### config.mk
export PLATFORM = sky130hd
export DESIGN_NAME = utf8_console_cursor_engine
export DESIGN_NICKNAME = d
export VERILOG_FILES = /design/src/sv/ucce_pkg.sv /design/src/sv/utf8_console_cursor_engine.sv
export SDC_FILE = /design/constraint.sdc
export NUM_CORES = 1
export LEC_CHECK = 0
export ABC_AREA = 0
export BUFFER_PORTS_ARGS = -buffer_cell sky130_fd_sc_hd__buf_2
export CORE_MARGIN = 2
export CORE_UTILIZATION = 33
export CTS_CLUSTER_SIZE = 25
export DETAILED_ROUTE_END_ITERATION = 10
export PLACE_DENSITY_LB_ADDON = 0.3
export SLEW_MARGIN = 30
export SYNTH_ARGS = -nofsm -noshare
export SYNTH_HDL_FRONTEND = slang
export SYNTH_SLANG_ARGS = --single-unit
### constraint.sdc
create_clock -name clk -period 17.6 [get_ports clk]
set_input_delay 1.76 -clock clk [delete_from_list [all_inputs] [get_ports clk]]
set_output_delay 1.76 -clock clk [all_outputs]
set_load 0.05 [all_outputs]
### src/sv/ucce_pkg.sv
// Shared types, codes and helpers for the UTF-8 console cursor engine.
`timescale 1ns / 1ps

package ucce_pkg;

  // Screen bounds of the text array
  localparam int MAX_COLUMNS = 128;
  localparam int MAX_ROWS    = 48;

  // Field widths
  localparam int BYTE_W  = 8;
  localparam int COL_W   = 7;
  localparam int ROW_W   = 6;
  localparam int CP_W    = 16;
  localparam int PART_W  = 21;
  localparam int KIND_W  = 2;
  localparam int ODATA_W = 48;

  // Register reset values
  localparam logic [COL_W-1:0] LAST_COLUMN_RST = 7'd79;
  localparam logic [ROW_W-1:0] LAST_ROW_RST    = 6'd24;

  // Control bytes and substitute glyphs
  localparam logic [BYTE_W-1:0] BYTE_LF = 8'h0A;
  localparam logic [BYTE_W-1:0] BYTE_BS = 8'h08;
  localparam logic [CP_W-1:0]   CP_SPACE    = 16'h0020;
  localparam logic [CP_W-1:0]   CP_QUESTION = 16'h003F;

  // Configuration register indexes
  typedef enum logic {
    CFG_LAST_COLUMN = 1'b0,
    CFG_LAST_ROW    = 1'b1
  } cfg_index_t;

  // Event codes carried on tuser
  typedef enum logic [KIND_W-1:0] {
    EV_ABSORB    = 2'd0,
    EV_GLYPH     = 2'd1,
    EV_LINE_FEED = 2'd2,
    EV_BACKSPACE = 2'd3
  } event_kind_t;

  // One result item
  typedef struct packed {
    logic [ROW_W-1:0] new_cursor_row;
    logic [COL_W-1:0] new_cursor_column;
    logic             bad_byte;
    logic             scroll_up;
    logic [CP_W-1:0]  code_point;
    logic [COL_W-1:0] cell_column;
    logic [ROW_W-1:0] cell_row;
  } result_t;

  // Column register limited to the array width
  function automatic logic [COL_W-1:0] eff_col(input logic [COL_W-1:0] c);
    if (int'(c) > MAX_COLUMNS - 1) begin
      return COL_W'(MAX_COLUMNS - 1);
    end
    return c;
  endfunction

  // Row register limited to the array height
  function automatic logic [ROW_W-1:0] eff_row(input logic [ROW_W-1:0] r);
    if (int'(r) > MAX_ROWS - 1) begin
      return ROW_W'(MAX_ROWS - 1);
    end
    return r;
  endfunction

endpackage

### src/sv/utf8_console_cursor_engine.sv
// Top level: UTF-8 decoder and text cursor tracker, one byte per transfer.
`timescale 1ns / 1ps
// Each result is registered in the output register, or in the skid register if
// that one is stalled. Throughput: one byte per cycle while in_tready is high;
// decode and cursor update are one shallow combinational step from the state
// registers into the output register. The skid register keeps in_tready high
// for one more byte while a result waits. Reset (rst_n low, synchronous) clears
// the cursor, the decoder and both output stages; last_column=79, last_row=24.

module utf8_console_cursor_engine (
  input  logic                          clk,
  input  logic                          rst_n,
  // configuration write port
  input  logic                          cfg_wr_en,
  input  logic                          cfg_index,
  input  logic [ucce_pkg::COL_W-1:0]    cfg_wdata,
  // input stream
  input  logic                          in_tvalid,
  output logic                          in_tready,
  input  logic [ucce_pkg::BYTE_W-1:0]   in_tdata,   // [7:0] data_byte
  // result stream
  output logic                          out_tvalid,
  input  logic                          out_tready,
  // [5:0] cell_row, [12:6] cell_column, [28:13] code_point, [29] scroll_up,
  // [30] bad_byte, [37:31] new_cursor_column, [43:38] new_cursor_row, [47:44] 0
  output logic [ucce_pkg::ODATA_W-1:0]  out_tdata,
  output logic [ucce_pkg::KIND_W-1:0]   out_tuser   // [1:0] event_kind
);

  localparam int RES_W = $bits(ucce_pkg::result_t);

  // Configuration and decoder state
  logic [ucce_pkg::COL_W-1:0]  last_col_r;
  logic [ucce_pkg::ROW_W-1:0]  last_row_r;
  logic [1:0]                  remain_r, remain_nxt;
  logic [ucce_pkg::PART_W-1:0] part_r, part_nxt;
  logic [ucce_pkg::COL_W-1:0]  col_r, col_nxt;
  logic [ucce_pkg::ROW_W-1:0]  row_r, row_nxt;

  // Output register and skid stage
  logic                   out_vld_r, skid_vld_r;
  ucce_pkg::result_t      out_res_r, skid_res_r, res_nxt;
  ucce_pkg::event_kind_t  out_kind_r, skid_kind_r, kind_nxt;

  logic in_xfer, out_xfer;

  // Decode scratch
  logic [ucce_pkg::BYTE_W-1:0] b;
  logic [ucce_pkg::COL_W-1:0]  ecol, ecol_cfg;
  logic [ucce_pkg::ROW_W-1:0]  erow, erow_cfg;
  logic [ucce_pkg::PART_W-1:0] cp_full;
  logic [ucce_pkg::COL_W:0]    col_p1;
  logic                        render;

  assign in_tready = !skid_vld_r;
  assign in_xfer   = in_tvalid && in_tready;
  assign out_xfer  = out_tvalid && out_tready;

  assign out_tvalid = out_vld_r;
  assign out_tdata  = {(ucce_pkg::ODATA_W - RES_W)'(0), out_res_r};
  assign out_tuser  = out_kind_r;

  assign b    = in_tdata;
  assign ecol = ucce_pkg::eff_col(last_col_r);
  assign erow = ucce_pkg::eff_row(last_row_r);
  assign ecol_cfg = ucce_pkg::eff_col(cfg_wdata);
  assign erow_cfg = ucce_pkg::eff_row(cfg_wdata[ucce_pkg::ROW_W-1:0]);

  // Decode one byte and advance the cursor
  always_comb begin
    remain_nxt = remain_r;
    part_nxt   = part_r;
    col_nxt    = col_r;
    row_nxt    = row_r;
    res_nxt    = '0;
    kind_nxt   = ucce_pkg::EV_ABSORB;
    render     = 1'b0;
    cp_full    = '0;
    col_p1     = '0;

    if (b == ucce_pkg::BYTE_LF) begin
      kind_nxt = ucce_pkg::EV_LINE_FEED;
      col_nxt  = '0;
      if (row_r >= erow) begin
        row_nxt           = erow;
        res_nxt.scroll_up = 1'b1;
      end else begin
        row_nxt = row_r + 1'b1;
      end
    end else if (b == ucce_pkg::BYTE_BS) begin
      // blank the cell left of the cursor, or column 0 in place
      if (col_r != '0) begin
        col_nxt = col_r - 1'b1;
      end
      kind_nxt            = ucce_pkg::EV_BACKSPACE;
      res_nxt.cell_row    = row_r;
      res_nxt.cell_column = col_nxt;
      res_nxt.code_point  = ucce_pkg::CP_SPACE;
    end else if (remain_r == 2'd0) begin
      // lead byte
      if (b[7] == 1'b0) begin
        cp_full = {13'd0, b};
        render  = 1'b1;
      end else if (b[7:5] == 3'b110) begin
        remain_nxt = 2'd1;
        part_nxt   = {16'd0, b[4:0]};
      end else if (b[7:4] == 4'b1110) begin
        remain_nxt = 2'd2;
        part_nxt   = {17'd0, b[3:0]};
      end else if (b[7:3] == 5'b11110) begin
        remain_nxt = 2'd3;
        part_nxt   = {18'd0, b[2:0]};
      end else begin
        res_nxt.bad_byte = 1'b1;
      end
    end else if (b[7:6] == 2'b10) begin
      // continuation byte
      part_nxt   = {part_r[ucce_pkg::PART_W-7:0], b[5:0]};
      remain_nxt = remain_r - 1'b1;
      if (remain_nxt == 2'd0) begin
        cp_full = part_nxt;
        render  = 1'b1;
      end
    end else begin
      // sequence broken: back to idle, byte dropped
      remain_nxt       = 2'd0;
      res_nxt.bad_byte = 1'b1;
    end

    // glyph write and cursor advance with wrap and scroll
    if (render) begin
      kind_nxt            = ucce_pkg::EV_GLYPH;
      res_nxt.cell_row    = row_r;
      res_nxt.cell_column = col_r;
      res_nxt.code_point  = (cp_full > 21'h00FFFF) ? ucce_pkg::CP_QUESTION
                                                   : cp_full[ucce_pkg::CP_W-1:0];
      col_p1 = {1'b0, col_r} + 1'b1;
      if (col_p1 > {1'b0, ecol}) begin
        col_nxt = '0;
        if (row_r >= erow) begin
          row_nxt           = erow;
          res_nxt.scroll_up = 1'b1;
        end else begin
          row_nxt = row_r + 1'b1;
        end
      end else begin
        col_nxt = col_p1[ucce_pkg::COL_W-1:0];
      end
    end

    res_nxt.new_cursor_column = col_nxt;
    res_nxt.new_cursor_row    = row_nxt;
  end

  // Configuration, decoder and cursor registers
  always_ff @(posedge clk) begin
    if (!rst_n) begin
      last_col_r <= ucce_pkg::LAST_COLUMN_RST;
      last_row_r <= ucce_pkg::LAST_ROW_RST;
      remain_r   <= '0;
      part_r     <= '0;
      col_r      <= '0;
      row_r      <= '0;
    end else if (cfg_wr_en) begin
      // new bound pulls the cursor inside it
      case (ucce_pkg::cfg_index_t'(cfg_index))
        ucce_pkg::CFG_LAST_COLUMN: begin
          last_col_r <= cfg_wdata;
          if (col_r > ecol_cfg) col_r <= ecol_cfg;
        end
        ucce_pkg::CFG_LAST_ROW: begin
          last_row_r <= cfg_wdata[ucce_pkg::ROW_W-1:0];
          if (row_r > erow_cfg) row_r <= erow_cfg;
        end
        default: begin
          last_col_r <= last_col_r;
        end
      endcase
    end else if (in_xfer) begin
      remain_r <= remain_nxt;
      part_r   <= part_nxt;
      col_r    <= col_nxt;
      row_r    <= row_nxt;
    end
  end

  // Output register with skid stage
  always_ff @(posedge clk) begin
    if (!rst_n) begin
      out_vld_r  <= 1'b0;
      skid_vld_r <= 1'b0;
    end else if (skid_vld_r) begin
      if (out_xfer) begin
        out_res_r  <= skid_res_r;
        out_kind_r <= skid_kind_r;
        skid_vld_r <= 1'b0;
      end
    end else if (in_xfer) begin
      if (!out_vld_r || out_xfer) begin
        out_res_r  <= res_nxt;
        out_kind_r <= kind_nxt;
        out_vld_r  <= 1'b1;
      end else begin
        skid_res_r  <= res_nxt;
        skid_kind_r <= kind_nxt;
        skid_vld_r  <= 1'b1;
      end
    end else if (out_xfer) begin
      out_vld_r <= 1'b0;
    end
  end

endmodule

After elaboration in Yosys (flattened, before gate mapping)
Cells that the tools add are included.
Widths: inputs -> output; s select.
{ "totals": {"regBits": 137, "inputBits": 21, "out_inout_bits": 52, "wordCells": 158} }
{ "classes": {"n_addsub": 4, "magnitude_cmp": 7, "eq_ne": 14, "n_mux": 81, "n_bitwise": 6, "n_reduce_logical": 22} }
{ "ops": {"columns": ["op", "n"], "rows": [
  ["$mux 44", 4],
  ["$mux 21", 5],
  ["$mux 15", 6],
  ["$mux 6", 12],
  ["$mux 7", 10],
  ["$mux 19", 2],
  ["$mux 30", 1],
  ["$mux 1", 27],
  ["$mux 2", 13],
  ["$gt 21x16->1 const B", 1],
  ["$eq 8x4->1 const B", 2],
  ["$mux 16", 1],
  ["$gt 6x6->1 const B", 2],
  ["$ne 2x1->1 const B", 5],
  ["$reduce_bool 2->1", 5],
  ["$reduce_and 3->1", 3],
  ["$add 7x1->8 const B", 1],
  ["$gt 8x7->1", 1],
  ["$reduce_and 4->1", 2],
  ["$gt 7x7->1", 1],
  ["$reduce_and 7->1", 1],
  ["$reduce_bool 7->1", 1],
  ["$sub 7x1->7 const B", 1],
  ["$add 6x1->6 const B", 1],
  ["16 further kinds", 26]
]} }

Logic depth before layout (Yosys ltp)
{ "depth": {"word_depth": 13, "depth_mapped": 13} }

Worst setup path after synthesis
Ideal clock, no wire load.
{ "synth_timing": {"kind": "input port to flip-flop", "from": "input in_tvalid", "to": "register skid_kind_r[0] (enable)", "arrival_time_ns": 6.817, "setup_slack_ns": 10.203, "stages": 2, "path_cell_list": "nor2b_1 -> nor4b_1"} }
{ "synth_via": {"elab_chain_len": 2} }
{ "synth_lines": {"columns": ["element", "line_no", "rtl"], "rows": [
  ["from (decl)", "utf8_console_cursor_engine.sv:18", "input logic in_tvalid,"],
  ["$logic_and 1x1->1", "utf8_console_cursor_engine.sv:56", "assign in_xfer = in_tvalid && in_tready;"],
  ["$reduce_and 4->1 (no line)", null, null],
  ["to (signal assigned)", "utf8_console_cursor_engine.sv:205", "skid_kind_r <= kind_nxt;"],
  ["to (decl)", "utf8_console_cursor_engine.sv:43", "ucce_pkg::event_kind_t out_kind_r, skid_kind_r, kind_nxt;"]
]} }
No other way between the ends.
A chain may end at the register's enable or synchronous reset.

==> impl_results.md <==
- H-tree depth: 4
- Yosys reg bits: 137
- Die footprint: 22600 sq um
- Tmin final: 4.38 ns
- DP Area: 7650 sq um
- Compound-cell area share of the yosys netlist: 0.143
- Number of port buffers: 68
- Proportion of synthesized area in mux cells: 0.0744
- Initial antenna violation count: 0
- Yosys warns: 0
- Reg-to-reg setup timing slack: 13.53 ns
- Top FF cell, synth: edfxtp_1
- Critical path's top delay family: compound AO/OA/AOI/OAI gates
- FILL cells: 2047
- Peak supply drop: 0.0424 mV
- Share of cells above drive strength 1: 0.217
- Endpoints failing setup: 0
- GP Congestion: 0.869
- CTS Buffer Depth: 2
- Row cnt: 53
- Reg2reg path depth: 11
- Startpoint Class: input port
- Hpwl dp: 11.8 mm
- Ys async rst share: 0
- Fmax: 0.228 GHz
- Final-report hold violation count: 0
- Cells after Synth: 661
- Sequential area share after synthesis: 0.519
- Clk slew on worst S/H paths: 0.06 ns
- Critical Path Start: in_tdata[4]
- CTS tree: yes
- Cell area after layout: 8300 sq um
- Final clock skew: 0.00669 ns
- Final period utilization: 0.249
- Clk root buf: clkbuf_16
- Total grt overflow: 0
- Unique masters post-synth: 64
- Vias: 5139
- Slew margin rel.: 0.440
- Die height: 150 um
- Synth Area in XOR/XNOR: 0.0136
- Most frequent CP cell: mux2_2
- Nets: 772
- Post-CTS Hold Buffers: 0
- Max Cap Violations: 0
- Fin. max-slew vios: 0
- Pwr dens: 104 nW/um^2
- Setup bufs post-CTS: 0
- Antenna cell count: 0
- CP Capture Type: flip-flop
- I/O Pins: 73
- CP bufs+invs: 1
- Data arrival time of the critical path: 4.56 ns
- Total track usage: 0.155
- CTS buffer count: 17
- Worst Path Max Fanout: 17
- Setup crit end: out_tdata[39]
- First-pass GRT wire length: 26.7 mm
- Pre-antenna DRT Iters: 5
- Routed Antenna Nets: 0
- Commonest cells after routing, fill and taps aside: edfxtp_1 (92), buf_2 (69), nand2_1 (60)
- Main combinational cell family by area after synthesis: simple AND/OR/NAND/NOR gates
- Synth Area in Adders: 0.0567
- Area Growth Syn to Fin: 17.5%
- Avg Synthesized Cell Area: 10.7 sq um
- R2R Path End: out_tdata[39]
- Status: finished, final reports clean
- Vias in the first global route: 4743
- Starting DRT DRC Count: 334
- Per-cell routed wire length: 16.8 um
- Starting Density: 0.336
- Hold Path Class: flip-flop to flip-flop
- Clock sink count: 137
- Worst endpoint required time: 17.78 ns
- RSZ-0062 raised after global routing: false
- Most common cell after layout, fill and taps aside: edfxtp_1
- Worst-Margin Slew: 0.832 ns
- Die width: 150 um
- CP cell instances: buf_2 > or4_4 > o22ai_2 > nor2_1 > a221oi_4 > mux2_2 > mux2_2
- Worst skew pair latency: 0.43 ns
- Area of the multi-input gates: 3120 sq um
- Synth Area in Simple Gates: 0.148
- Crit path max-delay cell type: o22ai_2
- WP depth: 7
- Largest net degree at the start of global routing: 38
- Crit Path Class: input port to flip-flop
- Synthesized cell area: 7060 sq um
- Post-Route Setup TNS: 0 ns
- Worst reg2reg path startpoint: col_r[2]
- Routed wire length: 16.9 mm
- FF+latch area: 3660 sq um
- Core footprint: 21000 sq um
- Post-synth EDFFs: 92
- Number of remaining DRC errors: 0
- Vias/cell: 5.10
- Crit path largest cell delay: 0.64 ns
- Min-delay src: ecol[5]
- CTS resizes: 0
- Pleak: 3.32 nW
[where the power goes]
| group | internal [mW] | switching [mW] | total, mW |
|---|---|---|---|
| combinational | 0.0323 | 0.0750 | 0.107 |
| sequential | 0.356 | 0.00750 | 0.364 |
| clock | 0.241 | 0.148 | 0.390 |
| total | 0.630 | 0.231 | 0.861 |
[routing by layer]
layer  routed length (um)  vias to the layer above  GRT usage
met5                    0                        -          0
met1                 8420                     2457      0.226
li1                     -                     2541          -
met3                  776                       22     0.0352
met2                 7410                      119      0.223
met4                  305                        0     0.0608
[registers in the layout (all words and copies together), names as in the netlist, 2 cells and up]
register     cells
col_r            7
ecol             7
last_row_r       6
out_tdata       44
out_tuser        2
part_r          15
remain_r         2
row_r            6
skid_kind_r      2
skid_res_r      44
[cell usage after synthesis, drive strengths merged, types with 3 or more instances]
cell	count	area share
nor2	45	0.024
nor3b	4	0.0043
or2	6	0.0057
a311oi	3	0.0037
and2	21	0.019
nand3	18	0.013
clkbuf	30	0.016
o31ai	13	0.014
o22ai	4	0.0044
nand2	60	0.032
dfxtp	45	0.13
a2111oi	3	0.0055
nand2b	5	0.0044
nor2b	12	0.011
xnor2	5	0.0062
o21a	3	0.0032
o211ai	11	0.012
o21ai	28	0.020
a221oi	3	0.0062
a21o	8	0.0085
buf	8	0.0087
mux2	36	0.057
mux2i	12	0.017
nand4	9	0.0080
xor2	6	0.0074
a21oi	37	0.026
ha	32	0.057
edfxtp	92	0.39
inv	38	0.020
a31oi	6	0.0053
a211oi	3	0.0032
or4	3	0.0037
nor3	8	0.0057
a22oi	11	0.012
and3	5	0.0044
[final cells by class]
type / count / area share
sequential: 137 / 0.441
multi-input combinational: 450 / 0.376
clock buffer: 18 / 0.0517
timing repair buffer: 74 / 0.0461
tap: 275 / 0.0415
clock inverter: 14 / 0.0255
inverter: 39 / 0.0182
[through the flow]
step / util / setup slack [ns] / power (mW) / hold WS [ns] / instances
detailed placement: 0.364 / 12.79 / 0.478 / 0.457 / 975
finish: 0.395 / 13.22 / 0.861 / 0.463 / 1007
global route: 0.395 / 13.11 / 0.894 / 0.481 / 1007
floorplan: - / 10.20 / 0.450 / 0.436 / 664
CTS: 0.394 / 13.22 / 0.867 / 0.465 / 1007
global placement: 0.363 / 12.83 / 0.477 / 0.447 / 974
[worst reg2reg max path: cells and delay by family (launching register included)]
kind,cells,cell delay (ns)
xor+xnor,1,0.24
simple gates,4,0.72
fa+ha+maj,1,0.33
compound gates,3,1.18
flops,1,0.65
mux,2,0.71
[worst min-delay path by stage]
stage | end | slack, ns | depth (start not counted)
after floorplan | last_row_r[0] | 0.44 | 2
after global placement | last_row_r[2] | 0.45 | 2
after detailed placement | ecol[5] | 0.46 | 2
after CTS | ecol[5] | 0.47 | 2
after global routing | ecol[5] | 0.48 | 2
final | ecol[5] | 0.46 | 2
[kinds of logic (layout without fill, tap and decap cells)]
group	Yosys count	after routing
simple gates	207	207
other cells	1	4
mux	48	48
xor+xnor	11	11
flops	137	137
buf+inv	77	145
compound gates	148	148
fa+ha+maj	32	32
No activity file was read; power rests on OpenSTA's default activity.
